**config.mk**
```make
export PLATFORM = sky130hd
export DESIGN_NAME = ascii_integer_parser
export DESIGN_NICKNAME = d
export VERILOG_FILES = /design/src/rtl/aip_pkg.sv /design/src/rtl/aip_front.sv /design/src/rtl/aip_queue.sv /design/src/rtl/aip_back.sv /design/src/rtl/ascii_integer_parser.sv
export SDC_FILE = /design/constraint.sdc
export NUM_CORES = 1
export LEC_CHECK = 0
export ABC_AREA = 0
export BUFFER_PORTS_ARGS = -buffer_cell sky130_fd_sc_hd__clkbuf_2
export CAP_MARGIN = 20
export CELL_PAD_IN_SITES_DETAIL_PLACEMENT = 1
export CELL_PAD_IN_SITES_GLOBAL_PLACEMENT = 1
export CORE_ASPECT_RATIO = 2
export CORE_MARGIN = 2
export CORE_UTILIZATION = 43
export CTS_CLUSTER_DIAMETER = 40
export DETAILED_ROUTE_END_ITERATION = 6
export PLACE_DENSITY_LB_ADDON = 0.1
export SYNTH_ARGS = -nofsm -noshare
export SYNTH_HDL_FRONTEND = slang
export SYNTH_SLANG_ARGS = --single-unit
```
**constraint.sdc**
```tcl
create_clock -name clk -period 8 [get_ports clk]
set_clock_uncertainty 0.2 [all_clocks]
set_input_delay 0.4 -clock clk [delete_from_list [all_inputs] [get_ports clk]]
set_output_delay 0.4 -clock clk [all_outputs]
set_load 0.02 [all_outputs]
```
**src/rtl/aip_pkg.sv**
```systemverilog
// Shared types and constants of the ASCII integer parser.
// Holds the classified character item and the parse phase encoding.
// No dependencies.
`default_nettype none

package aip_pkg;

	localparam logic [1:0] BASE_AUTO = 2'd0;
	localparam logic [1:0] BASE_DEC  = 2'd1;
	localparam logic [1:0] BASE_HEX  = 2'd2;
	localparam logic [1:0] BASE_RESERVED = 2'd3;

	localparam logic [7:0] CHR_SPACE = 8'h20;
	localparam logic [7:0] CHR_HT    = 8'h09;
	localparam logic [7:0] CHR_CR    = 8'h0D;
	localparam logic [7:0] CHR_PLUS  = 8'h2B;
	localparam logic [7:0] CHR_MINUS = 8'h2D;
	localparam logic [7:0] CHR_ZERO  = 8'h30;
	localparam logic [7:0] CHR_NINE  = 8'h39;
	localparam logic [7:0] CHR_LC_X  = 8'h78;
	localparam logic [7:0] CHR_UC_X  = 8'h58;
	localparam logic [7:0] CHR_LC_A  = 8'h61;
	localparam logic [7:0] CHR_LC_F  = 8'h66;
	localparam logic [7:0] CHR_UC_A  = 8'h41;
	localparam logic [7:0] CHR_UC_F  = 8'h46;
	localparam logic [3:0] NIBBLE_MASK = 4'hF;
	localparam logic [3:0] LETTER_OFFSET = 4'd9;

	typedef struct packed {
		logic       last;
		logic       is_space;
		logic       is_sign;
		logic       is_neg;
		logic       is_zero;
		logic       is_x;
		logic       dec_ok;
		logic       hex_ok;
		logic [3:0] digit;
	} item_t;

	typedef enum logic [6:0] {
		PH_SPACE  = 7'b0000001,
		PH_START  = 7'b0000010,
		PH_ZERO   = 7'b0000100,
		PH_PREFIX = 7'b0001000,
		PH_DEC    = 7'b0010000,
		PH_HEX    = 7'b0100000,
		PH_DONE   = 7'b1000000
	} phase_t;

endpackage

`default_nettype wire

```
**src/rtl/aip_front.sv**
```systemverilog
// Front end of the ASCII integer parser: accepts characters and classifies them.
// Depends on aip_pkg for the classified item type and character constants.
`default_nettype none

module aip_front (
	input  wire logic          in_valid,
	output logic               in_ready,
	input  wire logic [7:0]    in_char,
	input  wire logic          in_last,
	input  wire logic          q_full,
	output logic               q_push,
	output aip_pkg::item_t     q_item
);

	logic is_letter_lc;
	logic is_letter_uc;

	assign in_ready = !q_full;
	assign q_push   = in_valid && !q_full;

	assign is_letter_lc = (in_char >= aip_pkg::CHR_LC_A) && (in_char <= aip_pkg::CHR_LC_F);
	assign is_letter_uc = (in_char >= aip_pkg::CHR_UC_A) && (in_char <= aip_pkg::CHR_UC_F);

	always_comb begin
		q_item.last     = in_last;
		q_item.is_space = (in_char == aip_pkg::CHR_SPACE) ||
		                  ((in_char >= aip_pkg::CHR_HT) && (in_char <= aip_pkg::CHR_CR));
		q_item.is_sign  = (in_char == aip_pkg::CHR_PLUS) || (in_char == aip_pkg::CHR_MINUS);
		q_item.is_neg   = (in_char == aip_pkg::CHR_MINUS);
		q_item.is_zero  = (in_char == aip_pkg::CHR_ZERO);
		q_item.is_x     = (in_char == aip_pkg::CHR_LC_X) || (in_char == aip_pkg::CHR_UC_X);
		q_item.dec_ok   = (in_char >= aip_pkg::CHR_ZERO) && (in_char <= aip_pkg::CHR_NINE);
		q_item.hex_ok   = q_item.dec_ok || is_letter_lc || is_letter_uc;
		if (q_item.dec_ok) begin
			q_item.digit = in_char[3:0] & aip_pkg::NIBBLE_MASK;
		end else begin
			q_item.digit = in_char[3:0] + aip_pkg::LETTER_OFFSET;
		end
	end

endmodule

`default_nettype wire

```
**src/rtl/aip_queue.sv**
```systemverilog
// Two-entry queue of classified items between the front and back ends.
// Depends on aip_pkg for the item type.
`default_nettype none

module aip_queue (
	input  wire logic           clk,
	input  wire logic           arst_n,
	input  wire logic           push,
	input  wire aip_pkg::item_t push_item,
	output logic                full,
	input  wire logic           pop,
	output logic                head_valid,
	output aip_pkg::item_t      head_item
);

	aip_pkg::item_t entry_q [2];
	logic           wr_ptr_q;
	logic           rd_ptr_q;
	logic [1:0]     count_q;

	assign full       = (count_q == 2'd2);
	assign head_valid = (count_q != 2'd0);
	assign head_item  = entry_q[rd_ptr_q];

	always_ff @(posedge clk or negedge arst_n) begin
		if (!arst_n) begin
			wr_ptr_q <= 1'b0;
			rd_ptr_q <= 1'b0;
			count_q  <= 2'd0;
		end else begin
			if (push) begin
				wr_ptr_q <= !wr_ptr_q;
			end
			if (pop) begin
				rd_ptr_q <= !rd_ptr_q;
			end
			if (push && !pop) begin
				count_q <= count_q + 2'd1;
			end else if (pop && !push) begin
				count_q <= count_q - 2'd1;
			end
		end
	end

	always_ff @(posedge clk) begin
		if (push) begin
			entry_q[wr_ptr_q] <= push_item;
		end
	end

	a_no_pop_empty: assert property (@(posedge clk) disable iff (!arst_n)
		pop |-> head_valid) else $error("queue popped while empty");

	a_count_bound: assert property (@(posedge clk) disable iff (!arst_n)
		count_q <= 2'd2) else $error("queue count out of range");

endmodule

`default_nettype wire

```
**src/rtl/aip_back.sv**
```systemverilog
// Back end of the ASCII integer parser: parse phase, accumulator and result register.
// Depends on aip_pkg for the item type, phase encoding and base codes.
`default_nettype none

module aip_back #(
	parameter int VALUE_BITS = 32,
	parameter int POS_BITS   = 16
) (
	input  wire logic                  clk,
	input  wire logic                  arst_n,
	input  wire logic                  cfg_we,
	input  wire logic [1:0]            cfg_base,
	input  wire logic                  q_valid,
	input  wire aip_pkg::item_t        q_item,
	output logic                       q_pop,
	output logic                       res_valid,
	input  wire logic                  res_ready,
	output logic [VALUE_BITS-1:0]      res_value,
	output logic [POS_BITS-1:0]        res_end_position,
	output logic                       res_converted,
	output logic                       res_overflow
);

	localparam int SUM_W = VALUE_BITS + 5;

	logic [1:0]            base_q;
	aip_pkg::phase_t       phase_q;
	logic                  neg_q;
	logic [VALUE_BITS-1:0] mag_q;
	logic [POS_BITS-1:0]   pos_q;
	logic [POS_BITS-1:0]   cons_q;
	logic                  ovf_q;
	logic                  any_q;

	aip_pkg::phase_t       ph;
	logic                  neg_n;
	logic                  sign_taken;
	logic                  do_acc;
	logic                  acc_hex;
	logic [3:0]            acc_d;
	logic                  mode_dec;
	logic                  mode_hex;
	logic                  hex_cur;
	logic [POS_BITS-1:0]   pos_next;
	logic [SUM_W-1:0]      mag_ext;
	logic [SUM_W-1:0]      prod;
	logic [SUM_W-1:0]      sum;
	logic [SUM_W-1:0]      lim;
	logic                  acc_ovf;
	logic [VALUE_BITS-1:0] mag_n;
	logic [POS_BITS-1:0]   cons_n;
	logic                  ovf_n;
	logic                  any_n;
	logic [VALUE_BITS-1:0] value_n;

	assign q_pop    = q_valid && (!res_valid || res_ready);
	assign mode_dec = (base_q == aip_pkg::BASE_DEC);
	assign mode_hex = (base_q == aip_pkg::BASE_HEX);
	assign pos_next = (&pos_q) ? pos_q : pos_q + 1'b1;

	always_comb begin
		ph         = phase_q;
		neg_n      = neg_q;
		sign_taken = 1'b0;
		do_acc     = 1'b0;
		acc_hex    = 1'b0;
		acc_d      = q_item.digit;
		hex_cur    = (phase_q != aip_pkg::PH_DEC);

		if (phase_q == aip_pkg::PH_SPACE && !q_item.is_space) begin
			ph = aip_pkg::PH_START;
			if (q_item.is_sign) begin
				neg_n      = q_item.is_neg;
				sign_taken = 1'b1;
			end
		end

		if (ph == aip_pkg::PH_START && !sign_taken) begin
			if (q_item.is_zero) begin
				do_acc = 1'b1;
				acc_d  = 4'd0;
				ph     = mode_dec ? aip_pkg::PH_DEC : aip_pkg::PH_ZERO;
			end else if (mode_hex ? q_item.hex_ok : q_item.dec_ok) begin
				do_acc  = 1'b1;
				acc_hex = mode_hex;
				ph      = mode_hex ? aip_pkg::PH_HEX : aip_pkg::PH_DEC;
			end else begin
				ph = aip_pkg::PH_DONE;
			end
		end else if (phase_q == aip_pkg::PH_ZERO) begin
			if (q_item.is_x) begin
				ph = aip_pkg::PH_PREFIX;
			end else if (mode_hex ? q_item.hex_ok : q_item.dec_ok) begin
				do_acc  = 1'b1;
				acc_hex = mode_hex;
				ph      = mode_hex ? aip_pkg::PH_HEX : aip_pkg::PH_DEC;
			end else begin
				ph = aip_pkg::PH_DONE;
			end
		end else if (phase_q == aip_pkg::PH_PREFIX || phase_q == aip_pkg::PH_HEX ||
		             phase_q == aip_pkg::PH_DEC) begin
			if (hex_cur ? q_item.hex_ok : q_item.dec_ok) begin
				do_acc  = 1'b1;
				acc_hex = hex_cur;
				ph      = hex_cur ? aip_pkg::PH_HEX : aip_pkg::PH_DEC;
			end else begin
				ph = aip_pkg::PH_DONE;
			end
		end
	end

	// A digit that would take acc*base+digit beyond the signed limit saturates at that limit and sets overflow.
	always_comb begin
		mag_ext = SUM_W'(mag_q);
		if (acc_hex) begin
			prod = mag_ext << 4;
		end else begin
			prod = (mag_ext << 3) + (mag_ext << 1);
		end
		sum     = prod + SUM_W'(acc_d);
		lim     = (SUM_W'(1) << (VALUE_BITS - 1)) - SUM_W'(1) + SUM_W'(neg_n);
		acc_ovf = ovf_q || (sum > lim);

		mag_n  = mag_q;
		cons_n = cons_q;
		ovf_n  = ovf_q;
		any_n  = any_q;
		if (do_acc) begin
			mag_n  = acc_ovf ? lim[VALUE_BITS-1:0] : sum[VALUE_BITS-1:0];
			ovf_n  = acc_ovf;
			cons_n = pos_next;
			any_n  = 1'b1;
		end

		if (!any_n) begin
			value_n = '0;
		end else if (neg_n) begin
			value_n = -mag_n;
		end else begin
			value_n = mag_n;
		end
	end

	always_ff @(posedge clk or negedge arst_n) begin
		if (!arst_n) begin
			base_q    <= aip_pkg::BASE_AUTO;
			phase_q   <= aip_pkg::PH_SPACE;
			neg_q     <= 1'b0;
			mag_q     <= '0;
			pos_q     <= '0;
			cons_q    <= '0;
			ovf_q     <= 1'b0;
			any_q     <= 1'b0;
			res_valid <= 1'b0;
		end else begin
			if (cfg_we) begin
				base_q <= cfg_base;
			end
			if (res_ready) begin
				res_valid <= 1'b0;
			end
			if (q_pop) begin
				if (q_item.last) begin
					phase_q   <= aip_pkg::PH_SPACE;
					neg_q     <= 1'b0;
					mag_q     <= '0;
					pos_q     <= '0;
					cons_q    <= '0;
					ovf_q     <= 1'b0;
					any_q     <= 1'b0;
					res_valid <= 1'b1;
				end else begin
					phase_q <= ph;
					neg_q   <= neg_n;
					mag_q   <= mag_n;
					pos_q   <= pos_next;
					cons_q  <= cons_n;
					ovf_q   <= ovf_n;
					any_q   <= any_n;
				end
			end
		end
	end

	always_ff @(posedge clk) begin
		if (q_pop && q_item.last) begin
			res_value        <= value_n;
			res_end_position <= any_n ? cons_n : '0;
			res_converted    <= any_n;
			res_overflow     <= ovf_n;
		end
	end

	a_clear_after_last: assert property (@(posedge clk) disable iff (!arst_n)
		q_pop && q_item.last |=> phase_q == aip_pkg::PH_SPACE && !any_q && !ovf_q)
		else $error("parse state not cleared after the last item");

	a_ovf_implies_conv: assert property (@(posedge clk) disable iff (!arst_n)
		res_valid |-> !res_overflow || res_converted)
		else $error("overflow reported without a conversion");

	a_mag_bound: assert property (@(posedge clk) disable iff (!arst_n)
		SUM_W'(mag_q) <= (SUM_W'(1) << (VALUE_BITS - 1)))
		else $error("magnitude beyond the signed limit");

endmodule

`default_nettype wire

```
**src/rtl/ascii_integer_parser.sv**
```systemverilog
// ASCII integer parser: turns a stream of characters, one per item with tlast on the final
// one, into a signed integer in decimal or hexadecimal, with saturation on overflow. It takes
// one character every clock cycle unless a held result stalls it; the back end's shift-and-add
// accumulate sets that rate. A result is registered once its last character leaves the queue.
`default_nettype none

module ascii_integer_parser #(
	parameter int VALUE_BITS = 32,
	parameter int POS_BITS   = 16
) (
	input  wire logic                  clk,
	input  wire logic                  arst_n,
	input  wire logic                  cfg_valid,
	output logic                       cfg_ready,
	input  wire logic [1:0]            cfg_data,      // base_select
	input  wire logic                  s_axis_tvalid,
	output logic                       s_axis_tready,
	input  wire logic [7:0]            s_axis_tdata,  // character
	input  wire logic                  s_axis_tlast,
	output logic                       m_axis_tvalid,
	input  wire logic                  m_axis_tready,
	// value, end_position, converted, overflow, then zero padding
	output logic [((VALUE_BITS + POS_BITS + 2 + 7) / 8) * 8 - 1:0] m_axis_tdata
);

	localparam int OUT_W = ((VALUE_BITS + POS_BITS + 2 + 7) / 8) * 8;

	aip_pkg::item_t        push_item;
	aip_pkg::item_t        head_item;
	logic                  q_full;
	logic                  q_push;
	logic                  q_pop;
	logic                  head_valid;
	logic [VALUE_BITS-1:0] res_value;
	logic [POS_BITS-1:0]   res_end_position;
	logic                  res_converted;
	logic                  res_overflow;

	assign cfg_ready = 1'b1;

	aip_front u_front (
		.in_valid (s_axis_tvalid),
		.in_ready (s_axis_tready),
		.in_char  (s_axis_tdata),
		.in_last  (s_axis_tlast),
		.q_full   (q_full),
		.q_push   (q_push),
		.q_item   (push_item)
	);

	aip_queue u_queue (
		.clk        (clk),
		.arst_n     (arst_n),
		.push       (q_push),
		.push_item  (push_item),
		.full       (q_full),
		.pop        (q_pop),
		.head_valid (head_valid),
		.head_item  (head_item)
	);

	aip_back #(
		.VALUE_BITS (VALUE_BITS),
		.POS_BITS   (POS_BITS)
	) u_back (
		.clk              (clk),
		.arst_n           (arst_n),
		.cfg_we           (cfg_valid && cfg_ready),
		.cfg_base         (cfg_data),
		.q_valid          (head_valid),
		.q_item           (head_item),
		.q_pop            (q_pop),
		.res_valid        (m_axis_tvalid),
		.res_ready        (m_axis_tready),
		.res_value        (res_value),
		.res_end_position (res_end_position),
		.res_converted    (res_converted),
		.res_overflow     (res_overflow)
	);

	assign m_axis_tdata = OUT_W'({res_overflow, res_converted, res_end_position, res_value});

endmodule

`default_nettype wire

```
==> results of run 1 <==
-- cells in the mapped netlist, types with 8 or more instances --
library cell / count / share of area [%]
nand2_1: 176 / 5.1
nor2_1: 140 / 4.0
o21ai_0: 136 / 5.2
a21oi_1: 125 / 4.8
dfrtp_1: 80 / 15
edfxtp_1: 74 / 17
ha_1: 71 / 6.8
nand3_1: 51 / 2.0
clkbuf_1: 47 / 1.4
xnor2_1: 45 / 3.0
xor2_1: 41 / 2.8
nor3_1: 40 / 1.5
a21o_1: 31 / 1.8
inv_1: 29 / 0.84
and3_1: 27 / 1.3
nand4_1: 25 / 1.2
mux2i_1: 24 / 1.8
buf_2: 19 / 0.73
o21a_1: 19 / 1.1
nand2b_1: 17 / 0.82
a31oi_1: 16 / 0.77
nor4_1: 15 / 0.72
o211ai_1: 15 / 0.87
or3_1: 14 / 0.67
buf_1: 13 / 0.38
o21ai_1: 13 / 0.50
a211oi_1: 12 / 0.69
and2_1: 12 / 0.58
buf_4: 11 / 0.64
o22ai_1: 11 / 0.53
o31ai_1: 11 / 0.64
or2_2: 11 / 0.53
a22o_1: 10 / 0.67
nor2b_1: 10 / 0.48
a211o_1: 8 / 0.54
and4_1: 8 / 0.54
mux2_2: 8 / 0.69
-- worst paths after layout --
kind / from / to / cells after the start
setup reg to reg: u_back.mag_q[1] / u_back.res_value[28] / 36
hold reg to reg: u_back.cons_q[15] / u_back.cons_q[15] / 2
max in group asynchronous: arst_n / u_queue.rd_ptr_q / 3
min in group asynchronous: arst_n / u_back.mag_q[26] / 2
hold / removal: cfg_valid / u_back.base_q[1] / 2
setup / recovery: u_back.mag_q[1] / u_back.res_value[28] / 36
-- worst max-delay path: cells and delay by family (launching register included) --
kind	cells	cell delay [ns]
AOI/OAI and AO/OA	17	3.39
DFF	1	0.40
buffers and inverters	4	0.71
xor gates and xnor gates	2	0.38
adders and majority gates	3	0.84
and+or+nand+nor	10	1.64
-- power groups by stage --
stage               Combinational (mW)  Sequential (mW)  Clock (mW)
finish                            5.35             1.45       0.884
global route                      5.77             1.47       0.913
CTS                               5.03             1.45       0.889
detailed placement                4.95             1.46           0
global placement                  4.81             1.44           0
floorplan                         3.18             1.52           0
-- final cells by class --
| cell class | count | area share, % |
|---|---|---|
| clock buffers | 18 | 2.81 |
| clock inverters | 14 | 1.31 |
| inverters | 29 | 0.713 |
| multi-input cells | 1282 | 56.3 |
| flip-flops and latches | 155 | 27.8 |
| well taps | 368 | 3.01 |
| repair buffers | 179 | 7.98 |
-- through the flow --
step / hold slack (ns) / area [sq um] / power, mW / TNS [ns] / utilization, %
after floorplan: -0.0956 / 13100 / 4.70 / 0 / -
after global placement: 0.150 / 14100 / 6.25 / 0 / 47.2
after detailed placement: 0.146 / 14100 / 6.41 / -1.75 / 47.2
after CTS: 0.0211 / 14800 / 7.37 / 0 / 49.6
after global routing: 0.0473 / 15300 / 8.15 / -1.44 / 51.0
final: 0.0260 / 15300 / 7.68 / 0 / 51.0
-- registers in the layout (all words and copies together), names as in the netlist --
register                 flops
u_queue.wr_ptr_q             1
u_back.res_converted         1
u_back.mag_q                32
u_back.pos_q                16
u_back.neg_q                 1
u_back.cons_q               16
u_back.ovf_q                 1
u_back.res_valid             1
u_queue.rd_ptr_q             1
u_back.res_overflow          1
u_back.phase_q               7
u_back.any_q                 1
u_queue.count_q              2
u_back.res_value            32
u_back.res_end_position     16
u_back.base_q                2
u_queue.entry_q             24
-- per-layer routing --
metal	wire length (um)	GRT usage, %	part of all wire (%)	vias up
met4	2550	15.1	5.3	2
met2	24700	53.1	51	327
li1	-	-	-	5979
met3	1410	2.51	2.9	124
met5	13	0	0.027	-
met1	19500	35.9	40	6489
-- cell families after synthesis --
| kind of cell | count (synthesis) |
|---|---|
| compound gates | 497 |
| xor+xnor | 86 |
| fa+ha+maj | 73 |
| buf+inv | 121 |
| flops | 155 |
| mux | 33 |
| other cells | 2 |
| simple gates | 586 |
-- what timing repair did --
| item | CTS | global route |
|---|---|---|
| endpoints found under the setup margin | 15 | 25 |
| buffers inserted | 2 | 14 |
| gates resized for setup | 5 | 64 |
| hold buffers | 4 | 0 |
| cloned | 0 | 0 |
| endpoints found under the hold margin | 31 | 0 |
| pin swaps | 4 | 22 |
==> flow_metrics.env, run 1 <==
export IMPL_final_common_cell="nand2_1"
export IMPL_maxSlewViolCount=0
export IMPL_max_stage_delay_ns=0.40
export IMPL_grt_pass1_vias=13400
export IMPL_cts_tree="built"
export IMPL_ys_types=100
export IMPL_synth_edff_count=74
export IMPL_yosysWarnings=0
export IMPL_syn_area_sq_um=13000
export IMPL_synth_top_family_by_area="compound AO/OA/AOI/OAI gates"
export IMPL_first_pass_iters=6
export IMPL_fill_cells=3549
export IMPL_wl_per_cell_um=23.6
export IMPL_path_common_cell="buf_4"
export IMPL_syn_to_final_growth_pct=17.6
export IMPL_synth_xor_area_share_pct=5.80
export IMPL_seq_power_share_pct=18.9
export IMPL_avgSynthCellArea_sq_um=8.36
export IMPL_min_period_ns=7.83
export IMPL_pin_count=75
export IMPL_status="finished clean"
export IMPL_rrSetupSlack_ns=0.17
export IMPL_p_switching_mw=4.12
export IMPL_core_rowCount=90
export IMPL_grt_pass1_wl_um=74900
export IMPL_drc_errors=0
export IMPL_grt_overflow_total=0
export IMPL_dieArea_sq_um=31700
export IMPL_cp_max_fo=7
export IMPL_nets=1753
export IMPL_postRouteAntennaNets=0
export IMPL_setup_ws_ns=0.165
export IMPL_crit_type="reg2reg"
export IMPL_fmax_mhz=128
export IMPL_ys_seq_area_share_pct=32.7
export IMPL_dp_hpwl_um=35800
export IMPL_power_density_nw_per_um2=503
export IMPL_mostFrequentLayoutCells="nand2_1, nor2_1, o21ai_0, a21oi_1, buf_4"
export IMPL_final_cells=2045
export IMPL_syn_inst=1553
export IMPL_drv_cap=0
export IMPL_fin_crit_sh_pct=97.9
export IMPL_comb_power_share_pct=69.6
export IMPL_synth_seq_cells=155
export IMPL_place_congestion=0.931
export IMPL_async_flop_share_pct=52.3
export IMPL_clkPwrFrac_pct=11.5
export IMPL_drive_gt1_share_pct=19.5
export IMPL_end_kind="flop"
export IMPL_critPathArrivalTime_ns=7.82
export IMPL_cts_made_buffers=17
export IMPL_cts_clk_slew_worst_paths_ns=0.07
export IMPL_grt_total_usage_pct=29.9
export IMPL_dp_slack_ns=-0.255
export IMPL_drt_iter0_markers=809
export IMPL_hold_path_class="in2reg"
export IMPL_portBuffers=67
export IMPL_finalHoldViolations=0
export IMPL_routed_wirelength_um=48200
export IMPL_core_sq_um=30000
export IMPL_ys_flop_type="dfrtp_1"
export IMPL_die_x_um=127
export IMPL_worst_ir_drop_vdd_v=0.000226
export IMPL_cts_sinks=155
export IMPL_viasPerCell=6.32
export IMPL_power_internal_mw=3.56
export IMPL_worst_slew_pin_slew_ns=1.01
export IMPL_regArea_sq_um=4250
export IMPL_multi_input_area_sq_um=8600
export IMPL_crit_required_ns=7.98
export IMPL_muxShareOfSynthArea_pct=2.72
export IMPL_vias=12900
export IMPL_slew_headroom_pct=32.5
export IMPL_clock_path_buffers=2
export IMPL_cp_slowest_cell="dfrtp_1"
export IMPL_htreeDepth=4
export IMPL_rsz0062_at_grt="yes"
export IMPL_initial_core_util_pct=43.4
export IMPL_grt_max_degree=72
export IMPL_antenna_found_initial=1
export IMPL_dpl_cell_count=1990
export IMPL_startpoint_type="flop"
export IMPL_clk_latency_ns=0.44
export IMPL_cts_root_buffer="clkbuf_16"
export IMPL_die_y_um=250
export IMPL_synthAdderAreaFrac_pct=7.15
export IMPL_setup_viol=0
export IMPL_num_antenna_cells=0
export IMPL_switching_share_pct=53.6
export IMPL_power_leakage_nw=6.34
export IMPL_yosys_area_share_simple_pct=22.7
export IMPL_synth_compound_area_share_pct=24.7
(Power assumes the default switching activity.)
==> inputs of run 2 (changes only) <==
MAX_ROUTING_LAYER = met4   (was unset)
==> flow_metrics.env, run 2 (synthesis gave the netlist of run 1 again) <==
export IMPL_critPathArrivalTime_ns=7.93
export IMPL_syn_to_final_growth_pct=17.7
export IMPL_worstRegToRegCells=31
export IMPL_pin_count=75
export IMPL_grt_overflow_total=0
export IMPL_hold_path_end="u_back.res_valid"
export IMPL_final_cells=2047
export IMPL_grt_total_usage_pct=31.2
export IMPL_cts_root_buffer="clkbuf_16"
export IMPL_dieArea_sq_um=31700
export IMPL_nets=1755
export IMPL_mostFrequentLayoutCells="nand2_1, nor2_1, o21ai_0, a21oi_1, buf_4"
export IMPL_setup_viol=0
export IMPL_power_leakage_nw=6.36
export IMPL_core_sq_um=30000
export IMPL_timing_rr_start="u_back.mag_q[2]"
export IMPL_die_x_um=127
export IMPL_grt_max_degree=69
export IMPL_end_kind="flop"
export IMPL_maxSlewViolCount=0
export IMPL_power_density_nw_per_um2=505
export IMPL_hold_path_startpoint="m_axis_tready"
export IMPL_cp_max_fo=20
export IMPL_holdWs_ns=0.0290
export IMPL_core_rowCount=90
export IMPL_routed_wirelength_um=48300
export IMPL_antenna_found_initial=0
export IMPL_first_pass_iters=5
export IMPL_startpoint_type="flop"
export IMPL_htreeDepth=4
export IMPL_worst_slew_pin_slew_ns=0.981
export IMPL_grt_pass1_vias=13500
export IMPL_fin_crit_sh_pct=99.3
export IMPL_max_stage_delay_ns=0.47
export IMPL_crit_required_ns=7.98
export IMPL_rrSetupSlack_ns=0.05
export IMPL_whs_path_depth=3
export IMPL_postRouteAntennaNets=0
export IMPL_crit_type="reg2reg"
export IMPL_wl_per_cell_um=23.6
export IMPL_cts_tree="built"
export IMPL_r2r_end="u_back.res_value[29]"
export IMPL_num_antenna_cells=0
export IMPL_cts_made_buffers=17
export IMPL_grt_pass1_wl_um=75900
export IMPL_viasPerCell=6.28
export IMPL_drive_gt1_share_pct=19.6
export IMPL_die_y_um=250
export IMPL_rsz0062_at_grt="yes"
export IMPL_min_period_ns=7.95
export IMPL_cts_clk_slew_worst_paths_ns=0.07
export IMPL_cts_sinks=155
export IMPL_drc_errors=0
export IMPL_drv_cap=0
export IMPL_initial_core_util_pct=43.4
export IMPL_slew_headroom_pct=34.6
export IMPL_final_common_cell="nand2_1"
export IMPL_cp_slowest_cell="fa_2"
export IMPL_dp_hpwl_um=35800
export IMPL_worst_ir_drop_vdd_v=0.000223
export IMPL_largestRegisters="u_back.mag_q (32), u_back.res_value (32), u_queue.entry_q (24)"
export IMPL_clock_path_buffers=2
export IMPL_fmax_mhz=126
export IMPL_fill_cells=3542
export IMPL_drt_iter0_markers=699
export IMPL_vias=12900
export IMPL_status="finished clean"
export IMPL_clk_latency_ns=0.44
export IMPL_portBuffers=67
export IMPL_dpl_cell_count=1988
export IMPL_place_congestion=0.955
export IMPL_hold_path_class="in2reg"
export IMPL_finalHoldViolations=0
run 2: layout make-up:
type,count,area (sq um),share of cell area [%]
multi-input combinational,1282,8640,56.5
sequential,155,4250,27.8
timing repair buffer,181,1250,8.16
tap,368,460,3.01
clock buffer,18,429,2.81
clock inverter,14,148,0.966
inverter,29,109,0.712
run 2: where the power goes:
part	total, mW	switching (mW)	internal (mW)
clock	0.812	0.394	0.418
combinational	5.46	3.52	1.93
sequential	1.45	0.263	1.18
run 2: worst max path at each step:
| stage | slack (ns) | end | cells after the start | start |
|---|---|---|---|---|
| finish | 0.05 | u_back.res_value[29] | 31 | u_back.mag_q[2] |
| global route | -0.39 | u_back.res_value[28] | 37 | u_back.mag_q[2] |
| CTS | 0.004 | u_back.res_value[31] | 32 | u_back.mag_q[2] |
| detailed placement | -0.23 | u_back.res_value[28] | 35 | u_back.mag_q[2] |
| global placement | 0.22 | u_back.res_value[31] | 32 | u_back.mag_q[2] |
| floorplan | 0.009 | u_back.res_value[30] | 41 | u_back.phase_q[1] |
run 2: worst max-delay path, delay by kind of cell (launching register included):
family / cells / cell delay, ns
AOI/OAI and AO/OA: 13 / 3.01
and+or+nand+nor: 11 / 2.40
adders and majority gates: 3 / 0.98
buffers and inverters: 3 / 0.53
DFF: 1 / 0.39
xor gates and xnor gates: 1 / 0.17
run 2: routing by layer:
| metal | track usage (%) | part of all wire, % |
|---|---|---|
| met1 | 36.5 | 41 |
| met2 | 52.6 | 51 |
| met3 | 3.28 | 3.0 |
| met4 | 16.0 | 5.5 |
| met5 | - | 0 |
run 2: metrics by stage:
stage	TNS (ns)	worst slack [ns]	area (sq um)	util, %	power, mW
after floorplan	0	0.00886	13100	-	4.70
after global placement	0	0.221	14100	47.2	6.25
after detailed placement	-1.53	-0.228	14100	47.2	6.42
after CTS	0	0.00398	14800	49.4	7.32
after global routing	-4.16	-0.392	15300	51.0	8.22
final	0	0.0545	15300	51.0	7.71
run 2: what timing repair did:
item | 4_1_cts | 5_1_grt
resized for setup | 8 | 62
hold endpoints to repair | 17 | 0
setup endpoints to repair | 17 | 27
pin swaps | 4 | 32
buffers inserted | 3 | 17
hold buffers | 4 | 0
==> inputs of run 3 (changes only) <==
CORE_UTILIZATION = 40   (was 43)
==> flow_metrics.env, run 3 (synthesis gave the netlist of run 1 again) <==
export IMPL_slew_headroom_pct=37.1
export IMPL_fin_crit_sh_pct=100
export IMPL_crit_required_ns=7.98
export IMPL_htreeDepth=4
export IMPL_grt_pass1_vias=13800
export IMPL_worst_ir_drop_vdd_v=0.000290
export IMPL_pin_count=75
export IMPL_cp_max_fo=25
export IMPL_power_density_nw_per_um2=504
export IMPL_routed_wirelength_um=50200
export IMPL_min_period_ns=8.02
export IMPL_worst_slew_pin_slew_ns=0.932
export IMPL_die_x_um=131
export IMPL_nets=1761
export IMPL_antenna_found_initial=0
export IMPL_drive_gt1_share_pct=19.4
export IMPL_drc_errors=0
export IMPL_cts_root_buffer="clkbuf_16"
export IMPL_cts_sinks=155
export IMPL_vias=12800
export IMPL_crit_type="reg2reg"
export IMPL_hold_path_class="in2reg"
export IMPL_grt_total_usage_pct=30.1
export IMPL_rsz0062_at_grt="yes"
export IMPL_drt_iter0_markers=628
export IMPL_final_common_cell="nand2_1"
export IMPL_drv_cap=0
export IMPL_clk_latency_ns=0.44
export IMPL_setup_viol=2
export IMPL_place_congestion=0.922
export IMPL_power_leakage_nw=6.38
export IMPL_maxSlewViolCount=0
export IMPL_grt_overflow_total=0
export IMPL_cts_tree="built"
export IMPL_clock_path_buffers=2
export IMPL_holdWs_ns=0.0334
export IMPL_status="finished, violations left"
export IMPL_portBuffers=67
export IMPL_grt_pass1_wl_um=77800
export IMPL_dp_hpwl_um=38200
export IMPL_largestRegisters="u_back.mag_q (32), u_back.res_value (32), u_queue.entry_q (24)"
export IMPL_setup_ws_ns=-0.0198
export IMPL_wl_per_cell_um=23.7
export IMPL_hold_path_end="u_back.base_q[1]"
export IMPL_final_util_pct=47.9
export IMPL_whs_path_depth=2
export IMPL_dieArea_sq_um=34000
export IMPL_cts_made_buffers=17
export IMPL_end_kind="flop"
export IMPL_cp_slowest_cell="fa_2"
export IMPL_die_y_um=259
export IMPL_timing_rr_start="u_back.mag_q[2]"
export IMPL_viasPerCell=6.08
export IMPL_violations="setup timing"
export IMPL_syn_to_final_growth_pct=18.4
export IMPL_mostFrequentLayoutCells="nand2_1, nor2_1, o21ai_0, a21oi_1, buf_4"
export IMPL_hold_path_startpoint="cfg_valid"
export IMPL_max_stage_delay_ns=0.44
export IMPL_fmax_mhz=125
export IMPL_first_pass_iters=7
export IMPL_core_sq_um=32100
export IMPL_num_antenna_cells=0
export IMPL_worstRegToRegCells=34
export IMPL_rrSetupSlack_ns=-0.02
export IMPL_p_total_mw=7.76
export IMPL_path_common_cell="buf_4"
export IMPL_r2r_end="u_back.res_value[31]"
export IMPL_core_rowCount=93
export IMPL_startpoint_type="flop"
export IMPL_cts_clk_slew_worst_paths_ns=0.07
export IMPL_critPathArrivalTime_ns=8.00
export IMPL_postRouteAntennaNets=0
export IMPL_initial_core_util_pct=40.4
export IMPL_grt_max_degree=60
export IMPL_finalHoldViolations=0
## run 3: cell count changes in the layout (fill, tap and decap cells not counted), sizes merged
| cell | before | now |
|---|---|---|
| buf | 110 | 117 |
| bufinv | 0 | 1 |
| clkinvlp | 2 | 0 |
| clkinv | 2 | 4 |
| inv | 39 | 33 |
| clkbuf | 85 | 89 |
## run 3: critical path, delay by kind of cell, from the launching register on
kind | cells | cell delay (ns)
buffers and inverters | 6 | 0.95
AND/OR/NAND/NOR | 12 | 2.89
adder cells (fa/ha/maj) | 3 | 0.83
AO/OA/AOI/OAI | 12 | 2.30
multiplexers | 1 | 0.14
flip-flops | 1 | 0.42
## run 3: per-layer routing
metal  vias up  routed length (um)  track usage (%)
met1      6467               18000             29.6
met4         0                3110             17.0
li1       5979                   -                -
met5         -                   0                -
met3       129                1220             2.74
met2       271               27800             57.3
## run 3: worst max-delay path by stage
| stage | start | endpoint | slack [ns] |
|---|---|---|---|
| floorplan | u_back.phase_q[1] | u_back.res_value[30] | 0.009 |
| global placement | u_back.mag_q[0] | u_back.res_value[31] | -0.23 |
| detailed placement | u_back.mag_q[0] | u_back.res_value[30] | -0.40 |
| CTS | u_back.mag_q[0] | u_back.res_value[31] | 0.003 |
| global route | u_back.phase_q[1] | u_back.res_value[30] | -0.40 |
| finish | u_back.mag_q[2] | u_back.res_value[31] | -0.02 |
## run 3: layout make-up
class                           count  area [sq um]
Clock inverter                      9          86.3
Timing Repair Buffer              187          1310
Sequential cell                   155          4250
Tap cell                          427           534
Fill cell                        3874         16700
Multi-Input combinational cell   1282          8610
Clock buffer                       23           479
Inverter                           29           109
## run 3: where the power goes
part	internal [mW]	leakage, nW	switching (mW)
sequential	1.19	1.81	0.252
combinational	1.97	4.29	3.55
clock	0.457	0.282	0.340
total	3.61	6.38	4.14
## run 3: per-stage QoR
step | worst slack [ns] | instance area (sq um) | TNS [ns] | std cells
global route | -0.403 | 15400 | -5.91 | 2112
CTS | 0.00331 | 14900 | 0 | 2092
detailed placement | -0.395 | 14200 | -4.12 | 2052
global placement | -0.227 | 14200 | -1.18 | 2052
finish | -0.0198 | 15400 | -0.0217 | 2112
floorplan | 0.00886 | 13100 | 0 | 1558
## run 3: what timing repair did
item / 4_1_cts / 5_1_grt
pin swaps: 5 / 32
resized for setup: 8 / 61
endpoints found under the hold margin: 37 / 0
hold buffers: 4 / 0
buffers inserted: 4 / 19
setup endpoints to repair: 24 / 28
cloned: 0 / 0
